$ cat config.mk
export PLATFORM = sky130hd
export DESIGN_NAME = quaternion_strapdown_linear_update
export DESIGN_NICKNAME = d
export VERILOG_FILES = /design/src/qslu_pkg.sv /design/src/quaternion_strapdown_linear_update.sv
export VERILOG_INCLUDE_DIRS = /design/src /design/src/src
export SDC_FILE = /design/constraint.sdc
export NUM_CORES = 2
export LEC_CHECK = 0
export BUFFER_PORTS_ARGS = -buffer_cell sky130_fd_sc_hd__buf_2
export CORE_UTILIZATION = 40
export CTS_BUF_LIST = sky130_fd_sc_hd__clkbuf_2
export DETAILED_ROUTE_END_ITERATION = 10
export SYNTH_ARGS = -nofsm -noshare
export SYNTH_HDL_FRONTEND = slang
export SYNTH_SLANG_ARGS = --single-unit
$ cat constraint.sdc
create_clock -name clk -period 12.1 [get_ports clk]
set_clock_uncertainty 0.15 [all_clocks]
set_input_delay 0.605 -clock clk [delete_from_list [all_inputs] [get_ports clk]]
set_output_delay 0.605 -clock clk [all_outputs]
set_load 0.01 [all_outputs]
$ cat src/assert_macros.svh
// Assertion helpers for the strapdown update block
`ifndef ASSERT_MACROS_SVH
`define ASSERT_MACROS_SVH
`ifndef SYNTHESIS
`define ASSERT_CLK(label, prop, msg) \
  label: assert property (@(posedge clk) disable iff (rst) prop) else $error(msg);
`define ASSERT_CLK_NR(label, prop, msg) \
  label: assert property (@(posedge clk) prop) else $error(msg);
`else
`define ASSERT_CLK(label, prop, msg)
`define ASSERT_CLK_NR(label, prop, msg)
`endif
`endif

$ cat src/qslu_pkg.sv
`default_nettype none
package qslu_pkg;

  // sequencer step control
  localparam logic [1:0] C_NEXT    = 2'd0;
  localparam logic [1:0] C_WAIT_IN = 2'd1;
  localparam logic [1:0] C_EMIT    = 2'd2;
  localparam logic [1:0] C_HOME    = 2'd3;

  // multiplier operand A
  localparam logic [3:0] A_QW  = 4'd0;
  localparam logic [3:0] A_QX  = 4'd1;
  localparam logic [3:0] A_QY  = 4'd2;
  localparam logic [3:0] A_QZ  = 4'd3;
  localparam logic [3:0] A_M   = 4'd4;
  localparam logic [3:0] A_P   = 4'd5;
  localparam logic [3:0] A_Q   = 4'd6;
  localparam logic [3:0] A_R   = 4'd7;
  localparam logic [3:0] A_RHI = 4'd8;
  localparam logic [3:0] A_RLO = 4'd9;

  // multiplier operand B
  localparam logic [2:0] B_QW  = 3'd0;
  localparam logic [2:0] B_QX  = 3'd1;
  localparam logic [2:0] B_QY  = 3'd2;
  localparam logic [2:0] B_QZ  = 3'd3;
  localparam logic [2:0] B_VEL = 3'd4;
  localparam logic [2:0] B_TS  = 3'd5;

  // accumulator operation
  localparam logic [1:0] ACC_NONE = 2'd0;
  localparam logic [1:0] ACC_LOAD = 2'd1;
  localparam logic [1:0] ACC_ADD  = 2'd2;
  localparam logic [1:0] ACC_SUB  = 2'd3;

  // writeback target
  localparam logic [2:0] WB_NONE  = 3'd0;
  localparam logic [2:0] WB_M     = 3'd1;
  localparam logic [2:0] WB_PRATE = 3'd2;
  localparam logic [2:0] WB_VRATE = 3'd3;
  localparam logic [2:0] WB_POS   = 3'd4;
  localparam logic [2:0] WB_VEL   = 3'd5;

  localparam logic [15:0] TIME_STEP_RESET = 16'd655;
  localparam int QUAT_FRAC = 14;
  localparam int RATE_FRAC = 12;
  localparam logic signed [63:0] S32_MAX = 64'sh0000_0000_7FFF_FFFF;
  localparam logic signed [63:0] S32_MIN = 64'shFFFF_FFFF_8000_0000;

  typedef struct packed {
    logic [1:0] cond;
    logic [3:0] a_sel;
    logic [3:0] a_idx;
    logic [2:0] b_sel;
    logic [1:0] b_idx;
    logic [1:0] acc;
    logic       dbl;
    logic       hi;
    logic [2:0] wb;
    logic [3:0] w_idx;
  } uword_t;

  typedef struct packed {
    logic [1:0] acc;
    logic       dbl;
    logic       hi;
    logic [2:0] wb;
    logic [3:0] w_idx;
  } ctl_t;

  function automatic uword_t ctl(input logic [1:0] cond);
    uword_t w;
    w = '0;
    w.cond = cond;
    return w;
  endfunction

  function automatic uword_t mac(input logic [3:0] a_sel, input logic [3:0] a_idx,
                                 input logic [2:0] b_sel, input logic [1:0] b_idx,
                                 input logic [1:0] acc, input logic dbl, input logic hi,
                                 input logic [2:0] wb, input logic [3:0] w_idx);
    uword_t w;
    w.cond  = C_NEXT;
    w.a_sel = a_sel;
    w.a_idx = a_idx;
    w.b_sel = b_sel;
    w.b_idx = b_idx;
    w.acc   = acc;
    w.dbl   = dbl;
    w.hi    = hi;
    w.wb    = wb;
    w.w_idx = w_idx;
    return w;
  endfunction

  // quaternion product
  function automatic uword_t qq(input logic [3:0] a, input logic [2:0] b,
                                input logic [1:0] acc, input logic dbl,
                                input logic [2:0] wb, input logic [3:0] wi);
    return mac(a, 4'd0, b, 2'd0, acc, dbl, 1'b0, wb, wi);
  endfunction

  // matrix entry times body velocity
  function automatic uword_t mv(input logic [3:0] mi, input logic [1:0] vi,
                                input logic [1:0] acc, input logic [2:0] wb,
                                input logic [3:0] wi);
    return mac(A_M, mi, B_VEL, vi, acc, 1'b0, 1'b0, wb, wi);
  endfunction

  // body rate times body velocity
  function automatic uword_t rv(input logic [3:0] a, input logic [1:0] vi,
                                input logic [1:0] acc, input logic [2:0] wb,
                                input logic [3:0] wi);
    return mac(a, 4'd0, B_VEL, vi, acc, 1'b0, 1'b0, wb, wi);
  endfunction

  // rate times time step, upper part then lower part
  function automatic uword_t ts(input logic [3:0] ri, input logic lo,
                                input logic [2:0] wb, input logic [3:0] wi);
    if (lo) begin
      return mac(A_RLO, ri, B_TS, 2'd0, ACC_ADD, 1'b0, 1'b0, wb, wi);
    end
    return mac(A_RHI, ri, B_TS, 2'd0, ACC_LOAD, 1'b0, 1'b1, WB_NONE, 4'd0);
  endfunction

  function automatic uword_t prog(input logic [5:0] step);
    uword_t w;
    unique case (step)
      6'd0:  w = ctl(C_WAIT_IN);
      // m00 = w2 + x2 - y2 - z2
      6'd1:  w = qq(A_QW, B_QW, ACC_LOAD, 1'b0, WB_NONE, 4'd0);
      6'd2:  w = qq(A_QX, B_QX, ACC_ADD,  1'b0, WB_NONE, 4'd0);
      6'd3:  w = qq(A_QY, B_QY, ACC_SUB,  1'b0, WB_NONE, 4'd0);
      6'd4:  w = qq(A_QZ, B_QZ, ACC_SUB,  1'b0, WB_M,    4'd0);
      // m01 = 2(xy - wz)
      6'd5:  w = qq(A_QX, B_QY, ACC_LOAD, 1'b1, WB_NONE, 4'd0);
      6'd6:  w = qq(A_QW, B_QZ, ACC_SUB,  1'b1, WB_M,    4'd1);
      // m02 = 2(xz + wy)
      6'd7:  w = qq(A_QX, B_QZ, ACC_LOAD, 1'b1, WB_NONE, 4'd0);
      6'd8:  w = qq(A_QW, B_QY, ACC_ADD,  1'b1, WB_M,    4'd2);
      // m10 = 2(xy + wz)
      6'd9:  w = qq(A_QX, B_QY, ACC_LOAD, 1'b1, WB_NONE, 4'd0);
      6'd10: w = qq(A_QW, B_QZ, ACC_ADD,  1'b1, WB_M,    4'd3);
      // m11 = w2 - x2 + y2 - z2
      6'd11: w = qq(A_QW, B_QW, ACC_LOAD, 1'b0, WB_NONE, 4'd0);
      6'd12: w = qq(A_QX, B_QX, ACC_SUB,  1'b0, WB_NONE, 4'd0);
      6'd13: w = qq(A_QY, B_QY, ACC_ADD,  1'b0, WB_NONE, 4'd0);
      6'd14: w = qq(A_QZ, B_QZ, ACC_SUB,  1'b0, WB_M,    4'd4);
      // m12 = 2(yz - wx)
      6'd15: w = qq(A_QY, B_QZ, ACC_LOAD, 1'b1, WB_NONE, 4'd0);
      6'd16: w = qq(A_QW, B_QX, ACC_SUB,  1'b1, WB_M,    4'd5);
      // m20 = 2(xz - wy)
      6'd17: w = qq(A_QX, B_QZ, ACC_LOAD, 1'b1, WB_NONE, 4'd0);
      6'd18: w = qq(A_QW, B_QY, ACC_SUB,  1'b1, WB_M,    4'd6);
      // m21 = 2(yz + wx)
      6'd19: w = qq(A_QY, B_QZ, ACC_LOAD, 1'b1, WB_NONE, 4'd0);
      6'd20: w = qq(A_QW, B_QX, ACC_ADD,  1'b1, WB_M,    4'd7);
      // m22 = w2 - x2 - y2 + z2
      6'd21: w = qq(A_QW, B_QW, ACC_LOAD, 1'b0, WB_NONE, 4'd0);
      6'd22: w = qq(A_QX, B_QX, ACC_SUB,  1'b0, WB_NONE, 4'd0);
      6'd23: w = qq(A_QY, B_QY, ACC_SUB,  1'b0, WB_NONE, 4'd0);
      6'd24: w = qq(A_QZ, B_QZ, ACC_ADD,  1'b0, WB_M,    4'd8);
      // velocity rates: cross term plus acceleration
      6'd25: w = rv(A_R, 2'd1, ACC_LOAD, WB_NONE,  4'd0);
      6'd26: w = rv(A_Q, 2'd2, ACC_SUB,  WB_VRATE, 4'd0);
      6'd27: w = rv(A_P, 2'd2, ACC_LOAD, WB_NONE,  4'd0);
      6'd28: w = rv(A_R, 2'd0, ACC_SUB,  WB_VRATE, 4'd1);
      6'd29: w = rv(A_Q, 2'd0, ACC_LOAD, WB_NONE,  4'd0);
      6'd30: w = rv(A_P, 2'd1, ACC_SUB,  WB_VRATE, 4'd2);
      // position rates: matrix times velocity
      6'd31: w = mv(4'd0, 2'd0, ACC_LOAD, WB_NONE,  4'd0);
      6'd32: w = mv(4'd1, 2'd1, ACC_ADD,  WB_NONE,  4'd0);
      6'd33: w = mv(4'd2, 2'd2, ACC_ADD,  WB_PRATE, 4'd0);
      6'd34: w = mv(4'd3, 2'd0, ACC_LOAD, WB_NONE,  4'd0);
      6'd35: w = mv(4'd4, 2'd1, ACC_ADD,  WB_NONE,  4'd0);
      6'd36: w = mv(4'd5, 2'd2, ACC_ADD,  WB_PRATE, 4'd1);
      6'd37: w = mv(4'd6, 2'd0, ACC_LOAD, WB_NONE,  4'd0);
      6'd38: w = mv(4'd7, 2'd1, ACC_ADD,  WB_NONE,  4'd0);
      6'd39: w = mv(4'd8, 2'd2, ACC_ADD,  WB_PRATE, 4'd2);
      // Euler steps, velocity first
      6'd40: w = ts(4'd3, 1'b0, WB_NONE, 4'd0);
      6'd41: w = ts(4'd3, 1'b1, WB_VEL,  4'd0);
      6'd42: w = ts(4'd4, 1'b0, WB_NONE, 4'd0);
      6'd43: w = ts(4'd4, 1'b1, WB_VEL,  4'd1);
      6'd44: w = ts(4'd5, 1'b0, WB_NONE, 4'd0);
      6'd45: w = ts(4'd5, 1'b1, WB_VEL,  4'd2);
      6'd46: w = ts(4'd0, 1'b0, WB_NONE, 4'd0);
      6'd47: w = ts(4'd0, 1'b1, WB_POS,  4'd0);
      6'd48: w = ts(4'd1, 1'b0, WB_NONE, 4'd0);
      6'd49: w = ts(4'd1, 1'b1, WB_POS,  4'd1);
      6'd50: w = ts(4'd2, 1'b0, WB_NONE, 4'd0);
      6'd51: w = ts(4'd2, 1'b1, WB_POS,  4'd2);
      // drain the multiply and writeback stages
      6'd52: w = ctl(C_NEXT);
      6'd53: w = ctl(C_NEXT);
      6'd54: w = ctl(C_EMIT);
      default: w = ctl(C_HOME);
    endcase
    return w;
  endfunction

  function automatic logic signed [31:0] sat32(input logic signed [63:0] x);
    if (x > S32_MAX) begin
      return 32'sh7FFF_FFFF;
    end
    if (x < S32_MIN) begin
      return 32'sh8000_0000;
    end
    return x[31:0];
  endfunction

endpackage
`default_nettype wire

$ cat src/quaternion_strapdown_linear_update.sv
// Each input beat runs the 55-step program that drives a single 24x32 multiplier and
// accumulator (51 multiply steps plus accept, drain and emit steps). m_axis_tvalid is
// registered from the emit step; a new beat is taken only back at the accept step.
// A new beat is taken while the previous result still waits on m_axis_tready.
// Reset (rst, synchronous, active high): position and velocity cleared, time_step set to
// 655, sequencer at its accept step, output empty. No clearing pass.
`default_nettype none
`include "assert_macros.svh"
module quaternion_strapdown_linear_update #(
  parameter int FRAC_BITS = 16
) (
  input  wire logic         clk,
  input  wire logic         rst,
  input  wire logic         s_axis_tvalid,
  output logic              s_axis_tready,
  // quat_w, quat_x, quat_y, quat_z, roll_rate, pitch_rate, yaw_rate, accel_x,
  // accel_y, accel_z
  input  wire logic [207:0] s_axis_tdata,
  output logic              m_axis_tvalid,
  input  wire logic         m_axis_tready,
  // pos_x, pos_y, pos_z, vel_u, vel_v, vel_w
  output logic [191:0]      m_axis_tdata,
  input  wire logic         cfg_we,
  input  wire logic [15:0]  cfg_wdata
);

  logic [5:0]   step;
  logic [5:0]   step_next;
  qslu_pkg::uword_t uw;
  logic         in_beat;
  logic         out_free;
  logic         emit;
  logic [15:0]  time_step;

  logic signed [15:0] quat [4];
  logic signed [15:0] brate [3];
  logic signed [31:0] accel [3];
  logic signed [31:0] pos [3];
  logic signed [31:0] vel [3];
  logic signed [19:0] m [9];
  logic signed [39:0] rate [6];

  logic signed [23:0] a_val;
  logic signed [31:0] b_val;
  logic signed [55:0] prod;
  qslu_pkg::ctl_t     s1;
  qslu_pkg::ctl_t     s2;
  logic signed [63:0] acc;
  logic signed [63:0] acc_next;
  logic signed [63:0] term;

  logic signed [63:0] sh_q;
  logic signed [63:0] vr_sum;
  logic signed [63:0] adv_sum;
  logic signed [31:0] old_val;
  logic [2:0]         vr_idx;
  logic               pipe_idle;

  assign uw            = qslu_pkg::prog(step);
  assign s_axis_tready = (uw.cond == qslu_pkg::C_WAIT_IN);
  assign in_beat       = s_axis_tvalid && s_axis_tready;
  assign out_free      = !m_axis_tvalid || m_axis_tready;
  assign emit          = (uw.cond == qslu_pkg::C_EMIT) && out_free;
  assign pipe_idle     = (s1.wb == qslu_pkg::WB_NONE) && (s2.wb == qslu_pkg::WB_NONE);

  always_comb begin
    unique case (uw.cond)
      qslu_pkg::C_NEXT:    step_next = step + 6'd1;
      qslu_pkg::C_WAIT_IN: step_next = in_beat ? step + 6'd1 : step;
      qslu_pkg::C_EMIT:    step_next = out_free ? 6'd0 : step;
      qslu_pkg::C_HOME:    step_next = 6'd0;
      default:             step_next = 6'd0;
    endcase
  end

  always_ff @(posedge clk) begin
    if (rst) begin
      step      <= 6'd0;
      time_step <= qslu_pkg::TIME_STEP_RESET;
    end else begin
      step <= step_next;
      if (cfg_we) begin
        time_step <= cfg_wdata;
      end
    end
  end

  // hold the input beat for the whole program
  always_ff @(posedge clk) begin
    if (in_beat) begin
      quat[0]  <= s_axis_tdata[15:0];
      quat[1]  <= s_axis_tdata[31:16];
      quat[2]  <= s_axis_tdata[47:32];
      quat[3]  <= s_axis_tdata[63:48];
      brate[0] <= s_axis_tdata[79:64];
      brate[1] <= s_axis_tdata[95:80];
      brate[2] <= s_axis_tdata[111:96];
      accel[0] <= s_axis_tdata[143:112];
      accel[1] <= s_axis_tdata[175:144];
      accel[2] <= s_axis_tdata[207:176];
    end
  end

  always_comb begin
    case (uw.a_sel)
      qslu_pkg::A_QW:  a_val = 24'(quat[0]);
      qslu_pkg::A_QX:  a_val = 24'(quat[1]);
      qslu_pkg::A_QY:  a_val = 24'(quat[2]);
      qslu_pkg::A_QZ:  a_val = 24'(quat[3]);
      qslu_pkg::A_M:   a_val = 24'(m[uw.a_idx]);
      qslu_pkg::A_P:   a_val = 24'(brate[0]);
      qslu_pkg::A_Q:   a_val = 24'(brate[1]);
      qslu_pkg::A_R:   a_val = 24'(brate[2]);
      qslu_pkg::A_RHI: a_val = rate[uw.a_idx[2:0]][39:16];
      qslu_pkg::A_RLO: a_val = {8'd0, rate[uw.a_idx[2:0]][15:0]};
      default:         a_val = '0;
    endcase
    case (uw.b_sel)
      qslu_pkg::B_QW:  b_val = 32'(quat[0]);
      qslu_pkg::B_QX:  b_val = 32'(quat[1]);
      qslu_pkg::B_QY:  b_val = 32'(quat[2]);
      qslu_pkg::B_QZ:  b_val = 32'(quat[3]);
      qslu_pkg::B_VEL: b_val = vel[uw.b_idx];
      qslu_pkg::B_TS:  b_val = {16'd0, time_step};
      default:         b_val = '0;
    endcase
  end

  always_ff @(posedge clk) begin
    prod <= a_val * b_val;
  end

  always_comb begin
    term = 64'(prod);
    if (s1.hi) begin
      term = term <<< 16;
    end else if (s1.dbl) begin
      term = term <<< 1;
    end
    case (s1.acc)
      qslu_pkg::ACC_LOAD: acc_next = term;
      qslu_pkg::ACC_ADD:  acc_next = acc + term;
      qslu_pkg::ACC_SUB:  acc_next = acc - term;
      default:            acc_next = acc;
    endcase
  end

  always_ff @(posedge clk) begin
    acc <= acc_next;
  end

  // advance control one stage per datapath stage
  always_ff @(posedge clk) begin
    if (rst) begin
      s1 <= '0;
      s2 <= '0;
    end else begin
      s1 <= {uw.acc, uw.dbl, uw.hi, uw.wb, uw.w_idx};
      s2 <= s1;
    end
  end

  always_comb begin
    sh_q    = acc >>> qslu_pkg::QUAT_FRAC;
    vr_sum  = (acc >>> qslu_pkg::RATE_FRAC) + 64'(accel[s2.w_idx[1:0]]);
    vr_idx  = {1'b0, s2.w_idx[1:0]} + 3'd3;
    old_val = (s2.wb == qslu_pkg::WB_POS) ? pos[s2.w_idx[1:0]] : vel[s2.w_idx[1:0]];
    adv_sum = 64'(old_val) + (acc >>> FRAC_BITS);
  end

  always_ff @(posedge clk) begin
    unique case (s2.wb)
      qslu_pkg::WB_M:     m[s2.w_idx] <= sh_q[19:0];
      qslu_pkg::WB_PRATE: rate[s2.w_idx[2:0]] <= sh_q[39:0];
      qslu_pkg::WB_VRATE: rate[vr_idx] <= vr_sum[39:0];
      default: begin
      end
    endcase
  end

  always_ff @(posedge clk) begin
    if (rst) begin
      for (int i = 0; i < 3; i++) begin
        pos[i] <= '0;
        vel[i] <= '0;
      end
    end else begin
      unique case (s2.wb)
        qslu_pkg::WB_POS: pos[s2.w_idx[1:0]] <= qslu_pkg::sat32(adv_sum);
        qslu_pkg::WB_VEL: vel[s2.w_idx[1:0]] <= qslu_pkg::sat32(adv_sum);
        default: begin
        end
      endcase
    end
  end

  always_ff @(posedge clk) begin
    if (rst) begin
      m_axis_tvalid <= 1'b0;
    end else if (emit) begin
      m_axis_tvalid <= 1'b1;
    end else if (m_axis_tready) begin
      m_axis_tvalid <= 1'b0;
    end
  end

  always_ff @(posedge clk) begin
    if (emit) begin
      m_axis_tdata <= {vel[2], vel[1], vel[0], pos[2], pos[1], pos[0]};
    end
  end

  `ASSERT_CLK(a_idle_drained, s_axis_tready |-> pipe_idle, "writeback pending at accept")
  `ASSERT_CLK(a_emit_free, emit |-> (!m_axis_tvalid || m_axis_tready), "result overwritten")
  `ASSERT_CLK(a_emit_home, emit |=> (m_axis_tvalid && step == 6'd0), "no return to accept step")

endmodule
`default_nettype wire
==> results.md <==
* Die W at between 400 and 500 um
* Initial antenna violation count at 25
* Pre-CTS setup slack at 1.01 ns
* Worst Path Arrival at between 10 and 15 ns
* Synthesized area at slightly below 90000 um2
* CTS Root Cell: clkbuf_2
* Antenna viol nets, final at 0
* Worst min path class: register to register
* Post-synth cell types at 87
* Total gr overflow at 0
* DR WL/cell at 25.7 um
* Sequential fraction of the synthesis area at between 40% and 50%
* Routed WL at between 300000 and 400000 um
* First-pass detailed-route iteration total at 9
* Die area at between 200000 and 250000 um2
* CTS tree: done
* # nets final at between 10000 and 15000
* Status: finished clean
* Reg clk slew, reported paths at 0.10 ns
* DRC at 0
* Final Hold Vio Count at 0
* Met1 wire length at approximately 130000 um
* Most frequent cells in the layout: edfxtp_1, inv_1, nand2_1
* Asr flop ratio synth at 0%
* Vias at 67700
* Final slew viol count at 0
* Peak Freq at 86.9 MHz
* Worst-path maximum fanout at 24
* Tmin final at ~12 ns
* Final period utilization at a little over nine tenths
* Post-Syn Instances at 7685
* Final setup fails at 0
* WL met2 at between 100000 and 150000 um
* Final Wtd Congestion at about 0.94
* Final worst slack at 0.598 ns
* Inserted Clock Buffers at between 300 and 400
* WS Path Type: register to register
* Number of flops mapped to enable cells by yosys at 1140
* Clock Latency Late Sink at between 1.5 and 2 ns
* Cts repair resizes at 0
* Max-cap viol count at 0
* Pin count of the biggest net entering global routing at just under 90
* IO Pins at between 400 and 500
* Syn_nets at between 9000 and 10000
* Critical Path Sink Type: register
* Setup_tns at 0 ns
* Slew HR at 3.71%
* Drt initial violations at 8005
* Gr usage total at between 20 and 30%
* Number of global-route vias before repair at 69000
* Core ar. at 215000 um2
* Share of layout cells above drive strength 1 at around 16%
* Number of synthesis warnings at 0
* Starting density of the core at 40.4%
* CTS H-tree lvls at 5
* Dpl hpwl at ~220000 um
* Hold path cells at 0
* PortBufs at roughly 420
* Seq cells post-synth at 1263
* Unrepaired setup endpoints after global routing: false
* Global-route wire length before repair at between 400000 and 500000 um
* CTS Sinks at approximately 1300
* Req. time, crit path at approximately 14 ns
* Max layer used: met5
* Top_reg_cell synth: edfxtp_1
* Commonest non-fill, non-tap cell in the layout: edfxtp_1
* Drt via density at 5.63
* Worst-margin pin slew at roughly 1.4 ns
* Met3 wire length at about 32000 um
* Syn avg cell area at 11.3 um2
* Die H at between 400 and 500 um
* FP Rows at 170
* R2r worst-path depth at 26
* Area Growth Syn to Fin at 18.0%
* Worst Setup Start Kind: register
* CTS max path bufs at 4
flip-flops by register name (all words and copies together), names as in the netlist:
signal,cells
acc,64
accel,96
brate,48
m,180
m_axis_tdata,192
m_axis_tvalid,1
pos,128
prod,56
quat,64
rate,240
s1,11
s2,7
step,6
time_step,16
uw,26
vel,128
cells in the mapped netlist, drive strengths merged, types with 12 or more instances:
library cell | n | share of area, %
clkbuf | 288 | 1.2
o21a | 25 | 0.22
or2 | 12 | 0.086
mux4 | 172 | 4.4
o21ai | 324 | 1.9
or3 | 17 | 0.12
nor2b | 76 | 0.55
xor2 | 119 | 1.2
nor3 | 52 | 0.31
a211oi | 32 | 0.28
nand3 | 68 | 0.39
fa | 786 | 18
o211ai | 49 | 0.42
nand2 | 923 | 4.0
and2 | 64 | 0.46
nor2 | 478 | 2.1
mux2i | 185 | 2.1
edfxtp | 1140 | 39
a21oi | 576 | 3.3
and3 | 38 | 0.27
a31oi | 58 | 0.42
o31ai | 15 | 0.14
o21bai | 33 | 0.28
ha | 317 | 4.6
xnor2 | 146 | 1.5
a22oi | 33 | 0.28
buf | 84 | 0.48
inv | 956 | 4.1
dfxtp | 123 | 2.8
nand2b | 57 | 0.41
a211o | 19 | 0.19
a21o | 118 | 1.0
mux2 | 74 | 0.96
nor3b | 12 | 0.10
nand4 | 46 | 0.33
o22ai | 13 | 0.093
cell type report:
class                   count  area, um2
repair buffers           1291      10400
fillers                 19300     113000
inverters                 959       3600
diodes                     19       47.5
well taps                2838       3550
clock inverters            81        459
flip-flops and latches   1263      36700
multi-input cells        5091      45500
clock buffers             479       2400
cells by family (layout without fill, tap and decap cells):
family	after synthesis	count (layout)	share of synthesized area, %
mux	431	431	7.53
buf+inv	1331	2810	5.86
other cells	0	19	0
fa+ha+maj	1103	1103	22.6
flops	1263	1263	42.1
simple gates	1880	1880	9.42
xor+xnor	265	265	2.67
compound gates	1412	1412	9.75
critical path, cell delays in order (launching register included):
cell	delay [ns]
dfxtp_2	0.78
and2_0	0.42
nor2b_1	1.06
a22oi_1	0.21
o21ai_0	0.19
a21oi_1	0.26
nand4_1	0.90
buf_4	0.29
nand2_1	0.15
fa_1	0.55
inv_1	0.15
fa_1	0.69
inv_1	0.21
fa_1	0.92
inv_1	0.33
fa_1	0.56
fa_1	0.60
fa_1	0.45
fa_1	0.48
ha_1	0.41
nand4_1	0.16
o21a_1	0.22
a31oi_1	0.34
a31oi_1	0.19
o21ai_0	0.36
a221oi_1	0.16
xnor2_1	0.16
metrics by stage:
stage	cells	hold slack (ns)	instance area (um2)	util (%)
2_1_floorplan	7685	0.264	87100	-
3_3_place_gp	10800	0.267	92900	43.1
3_5_place_dp	10800	0.275	92900	43.1
4_1_cts	12000	0.144	103000	47.6
5_1_grt	12000	0.158	103000	47.7
6_report	12000	0.137	103000	47.7
path summary, 6_finish.rpt:
path	from	end	slack, ns
min reg2reg	pos[1][29]	m_axis_tdata[61]	0.14
max reg2reg	uw[20]	prod[55]	0.60
min	pos[1][29]	m_axis_tdata[61]	0.14
max	uw[20]	prod[55]	0.60
layer usage:
layer  track usage [%]  up-vias
met3              6.58      683
li1                  -    29100
met5                 0        -
met2              43.4     3801
met4              9.82       14
met1              38.9    34100
repair_timing:
action                                  4_1_cts  5_1_grt
endpoints found under the setup margin        0        0
buffers inserted                              0        0
endpoints found under the hold margin       679        0
hold buffers                                690        0
Power is left out: the tool's default activity adds up to more than one toggle a clock period on the data nets, which glitch-free logic cannot reach.
